<file path="config.mk">
export PLATFORM = sky130hd
export DESIGN_NAME = lap_pos_ctrl
export DESIGN_NICKNAME = d
export VERILOG_FILES = /design/src/lap_pkg.sv /design/src/lap_pos_ctrl.sv
export SDC_FILE = /design/constraint.sdc
export NUM_CORES = 1
export LEC_CHECK = 0
export BUFFER_PORTS_ARGS = -buffer_cell sky130_fd_sc_hd__buf_2
export CAP_MARGIN = 20
export CORE_UTILIZATION = 23
export CTS_CLUSTER_SIZE = 25
export DETAILED_ROUTE_END_ITERATION = 7
export PLACE_DENSITY_LB_ADDON = 0.25
export SLEW_MARGIN = 20
export SYNTH_ARGS = -nofsm -noshare
export SYNTH_HDL_FRONTEND = slang
export SYNTH_SLANG_ARGS = --single-unit
export TNS_END_PERCENT = 5
</file>
<file path="constraint.sdc">
create_clock -name clk_i -period 3.5 [get_ports clk_i]
set_input_delay 0.175 -clock clk_i [delete_from_list [all_inputs] [get_ports clk_i]]
set_output_delay 0.175 -clock clk_i [all_outputs]
set_load 0.05 [all_outputs]
</file>
<file path="src/lap_pkg.sv">
// Shared types and constants of the four-neighbour Laplacian filter.
package lap_pkg;

  localparam int unsigned MaxWidth  = 1024;
  localparam int unsigned MaxHeight = 1024;
  localparam int unsigned ColW      = $clog2(MaxWidth);
  localparam int unsigned DimW      = 11;
  localparam int unsigned PixW      = 8;
  localparam int unsigned LapW      = 11;
  localparam int unsigned CfgIdxW   = 2;

  localparam logic [DimW-1:0] MaxWidthDim  = DimW'(MaxWidth);
  localparam logic [DimW-1:0] MaxHeightDim = DimW'(MaxHeight);
  localparam logic [DimW-1:0] WidthReset   = DimW'(640);
  localparam logic [DimW-1:0] HeightReset  = DimW'(480);

  // Configuration register indexes.
  typedef enum logic [CfgIdxW-1:0] {
    CfgImageWidth  = 2'd0,
    CfgImageHeight = 2'd1
  } cfg_idx_e;

  // Position of the request at the input, decoded from the counters.
  typedef struct packed {
    logic [ColW-1:0] col;
    logic            drain;
    logic            last_col;
    logic            has_above;
    logic            ignore;
  } pos_t;

endpackage

</file>
<file path="src/lap_pos_ctrl.sv">
// Configuration registers and the column and row counters of the filter.
module lap_pos_ctrl (
  input  logic                        clk_i,
  input  logic                        rst_ni,
  input  logic                        cfg_valid_i,
  input  logic [lap_pkg::CfgIdxW-1:0] cfg_index_i,
  input  logic [lap_pkg::DimW-1:0]    cfg_data_i,
  input  logic                        flush_i,
  input  logic                        accept_i,
  output lap_pkg::pos_t               pos_o
);
  import lap_pkg::*;

  logic [DimW-1:0] width_q, width_d;
  logic [DimW-1:0] height_q, height_d;
  logic [ColW-1:0] col_q, col_d;
  logic [DimW-1:0] row_q, row_d;
  logic [DimW-1:0] width_use;
  logic [DimW-1:0] height_use;
  logic [DimW-1:0] col_next;
  logic            drain;
  logic            last_col;
  logic            ignore;

  // Register writes; the port is always ready.
  always_comb begin
    width_d  = width_q;
    height_d = height_q;
    if (cfg_valid_i) begin
      case (cfg_index_i)
        CfgImageWidth:  width_d  = cfg_data_i;
        CfgImageHeight: height_d = cfg_data_i;
        default: ;
      endcase
    end
  end

  // Clamp the dimensions in use to their legal ranges.
  always_comb begin
    if (width_q == '0) begin
      width_use = DimW'(1);
    end else if (width_q > MaxWidthDim) begin
      width_use = MaxWidthDim;
    end else begin
      width_use = width_q;
    end
    if (height_q == '0) begin
      height_use = DimW'(1);
    end else if (height_q > MaxHeightDim) begin
      height_use = MaxHeightDim;
    end else begin
      height_use = height_q;
    end
  end

  // The last column before the width, or any column past it, ends the row; rows at or past the height drain.
  assign col_next = {{(DimW-ColW){1'b0}}, col_q} + DimW'(1);
  assign last_col = (col_next >= width_use);
  assign drain    = (row_q >= height_use);
  assign ignore   = flush_i && !drain;

  // Counter update for every request that is not dropped.
  always_comb begin
    col_d = col_q;
    row_d = row_q;
    if (accept_i && !ignore) begin
      if (last_col) begin
        col_d = '0;
        row_d = drain ? '0 : (row_q + DimW'(1));
      end else begin
        col_d = col_next[ColW-1:0];
      end
    end
  end

  always_ff @(posedge clk_i or negedge rst_ni) begin
    if (!rst_ni) begin
      width_q  <= WidthReset;
      height_q <= HeightReset;
      col_q    <= '0;
      row_q    <= '0;
    end else begin
      width_q  <= width_d;
      height_q <= height_d;
      col_q    <= col_d;
      row_q    <= row_d;
    end
  end

  assign pos_o.col       = col_q;
  assign pos_o.drain     = drain;
  assign pos_o.last_col  = last_col;
  assign pos_o.has_above = (row_q != '0);
  assign pos_o.ignore    = ignore;

endmodule

</file>
==> run metrics <==
placed wire-length estimate 4660 µm; final setup fails 0; Synth Area per Inst 10.1 µm²; Core Area 11,400 µm²; actual slew at the worst max-slew pin 915 ps; Synth area leaders dfrtp_1 35%, ha_1 12%, mux2_2 8.4%; Starting Density 0.236; cell internal pwr 0.00117 W; Clock H-tree levels 2; PwrDens 639 nW/µm²; Die ar. 12,100 µm²; total clock sinks 43; synth warn 0; Worst Path Class, Setup reg2out; drt total wl 6140 µm; #FFs+latches synth 43; Seq/Total Area, Yosys 0.404; IO Port Bufs 31; most used cell, CP and3_1; first-pass GRT wire length 10,100 µm; Synth async-reset ratio 1.00; commonest non-fill, non-tap cells in the layout 37 x dfrtp_1, 31 x nand2_1, 30 x buf_2, 25 x ha_1, 21 x o21ai_0; CTS max path bufs 2; share of the synthesized area in the top cell type 0.345; DR WL/cell 14.0 µm; netlist area before placement 2680 µm²; DIE WIDTH 110 µm; drt drc 0; CP Buf/Inv Count 1; Hold Crit Class in2reg; Final Hold Fails 0; Starting DRT DRC Count 75; Final ANT Viol Nets 0; Pre-antenna DRT Iters 4; worst vdd ir 303 µV; static leakage 1.45 nW; # fillers 1,204; cts hold-fix bufs 0; standard-cell rows 39; Slew headroom 0.387; area grow syn2layout 16.6%; min Tclk post-route 3200 ps; Crit. Startpoint col_q[2]; most common cell after layout, fill and taps aside dfrtp_1; # IOs 32; TritonCTS clock tree built; final critical-path setup slack 301 ps; DR vias 2,029; sequential share of power 0.359; sum of negative setup slack 0 ps; antenna fix cells 0; Nets 338; worst-path fanout max 9; Avg Vias per Cell 4.62; pre-CTS WS 529 ps; layout cells sized above 1 0.260; CP peak stage delay 470 ps; placed instance area 2970 µm²; Tot GR Track Use 0.111; Post-synth EDFFs 0; Post-CTS Resized 0; Main synth FF type dfrtp_1; vias in the first global route 1,983; hold_ws 110 ps; crit path DAT 3020 ps; R2R Path Start col_q[2]; Max Cap Viol 0; clk_skew 6.00 ps; clk root buf clkbuf_16; Comb pwr share 0.401; CP delay by family, top simple AND/OR/NAND/NOR gates; Reg clk slew, reported paths 70 ps; Max Slew Vio Count 0; Sw Ratio 0.417; Clock Latency Late Sink 290 ps; syn_nets 308; type of origin of the critical path flip-flop; Worst EP required 3320 ps; Hold Crit Start flush_i; grt ovf 0; slowest library cell on the worst path o21ai_2; clock power share 0.240; Final Cell Area 3130 µm²; crit path capture type primary output; Net Switching 0.000833 W; RSZ-0062 raised after global routing false; Yosys top cell by area dfrtp_1; Unique masters post-synth 44; Final Wtd Congestion 0.765; post-synthesis instance total 265; non-filler cells, final 439; initial antenna violation count 0; crit path cell chain and3_1 -> and3_1 -> nand3_1 -> xnor2_1 -> ha_1 -> and3_1 -> a221o_1 -> a41oi_2 -> o21ai_2 -> buf_2; f_max 313 MHz; crit share post-route 0.914; post-placement cell count 430; Num CTS Buffers 5; setup bufs post-CTS 0; largest net degree at the start of global routing 44; status finished clean; die height 110 µm
-- worst reg2reg max path: cells and delay by family, from the launching register on --
| family | cells | cell delay [ps] |
|---|---|---|
| AND/OR/NAND/NOR | 5 | 1000 |
| adder cells (fa/ha/maj) | 1 | 310 |
| AO/OA/AOI/OAI | 4 | 950 |
| flip-flops | 1 | 450 |
| XOR/XNOR | 1 | 170 |
-- area by class of cell --
type	instances	area, µm²	area share
Multi-Input combinational cell	204	1520	0.484
Sequential cell	43	1080	0.346
Tap cell	143	179	0.0572
Timing Repair Buffer	32	168	0.0536
Clock buffer	5	125	0.0400
Inverter	9	33.8	0.0108
Clock inverter	3	23.8	0.00760
-- state kept, by name, indices dropped and copies added, names as in the netlist --
register and cells:
height_q 11, width_q 11, col_q 10, row_q 11
-- synth_stat cells (4+ instances only) --
master and number:
dfrtp_1 37, nand2_1 31, ha_1 25, o21ai_0 21
mux2_2 20, nor2_1 13, and3_1 10, nand3_1 9
a21oi_1 8, inv_1 8, nand2b_1 8, a22o_1 7
dfstp_2 6, nor4_1 6, nor2b_1 5, xnor2_1 5
a31oi_1 4
-- cells by family after synthesis --
family,after synthesis,synth area share
XOR/XNOR,8,0.0261
buffers and inverters,18,0.0331
flip-flops,43,0.404
AO/OA/AOI/OAI,59,0.155
adder cells (fa/ha/maj),25,0.117
multiplexers,21,0.0877
AND/OR/NAND/NOR,91,0.178
-- power by group through the flow --
stage / sequential [W] / combinational (W) / clock [W]
final: 0.000717 / 0.000802 / 0.000480
after global placement: 0.000725 / 0.000798 / 0
after global routing: 0.000737 / 0.000898 / 0.000509
after detailed placement: 0.000727 / 0.000813 / 0
after CTS: 0.000718 / 0.000820 / 0.000495
after floorplan: 0.000803 / 0.000531 / 0
-- per-layer routing --
metal  global-route usage  part of all wire  vias to the layer above
li1                     -                 -                     1013
met2                0.173              0.46                       23
met1                0.150              0.50                      987
met4               0.0400             0.013                        0
met3               0.0223             0.029                        6
met5                    0                 0                        -
-- final timing paths --
| check | end | slack, ps | cells past startpoint |
|---|---|---|---|
| worst max-delay path | pos_o[2] | 300 | 10 |
| worst min-delay path | row_q[2] | 110 | 2 |
| worst max register to register | row_q[10] | 530 | 11 |
| worst min register to register | width_q[6] | 540 | 1 |
| max in group asynchronous | col_q[3] | 2660 | 2 |
| min in group asynchronous | row_q[7] | 420 | 2 |
-- metrics by stage --
| step | total power (W) | utilization |
|---|---|---|
| after floorplan | 0.00133 | - |
| after global placement | 0.00152 | 0.261 |
| after detailed placement | 0.00154 | 0.261 |
| after CTS | 0.00203 | 0.274 |
| after global routing | 0.00214 | 0.275 |
| final | 0.00200 | 0.275 |
Note: power is estimated with default switching activity, not from simulation.
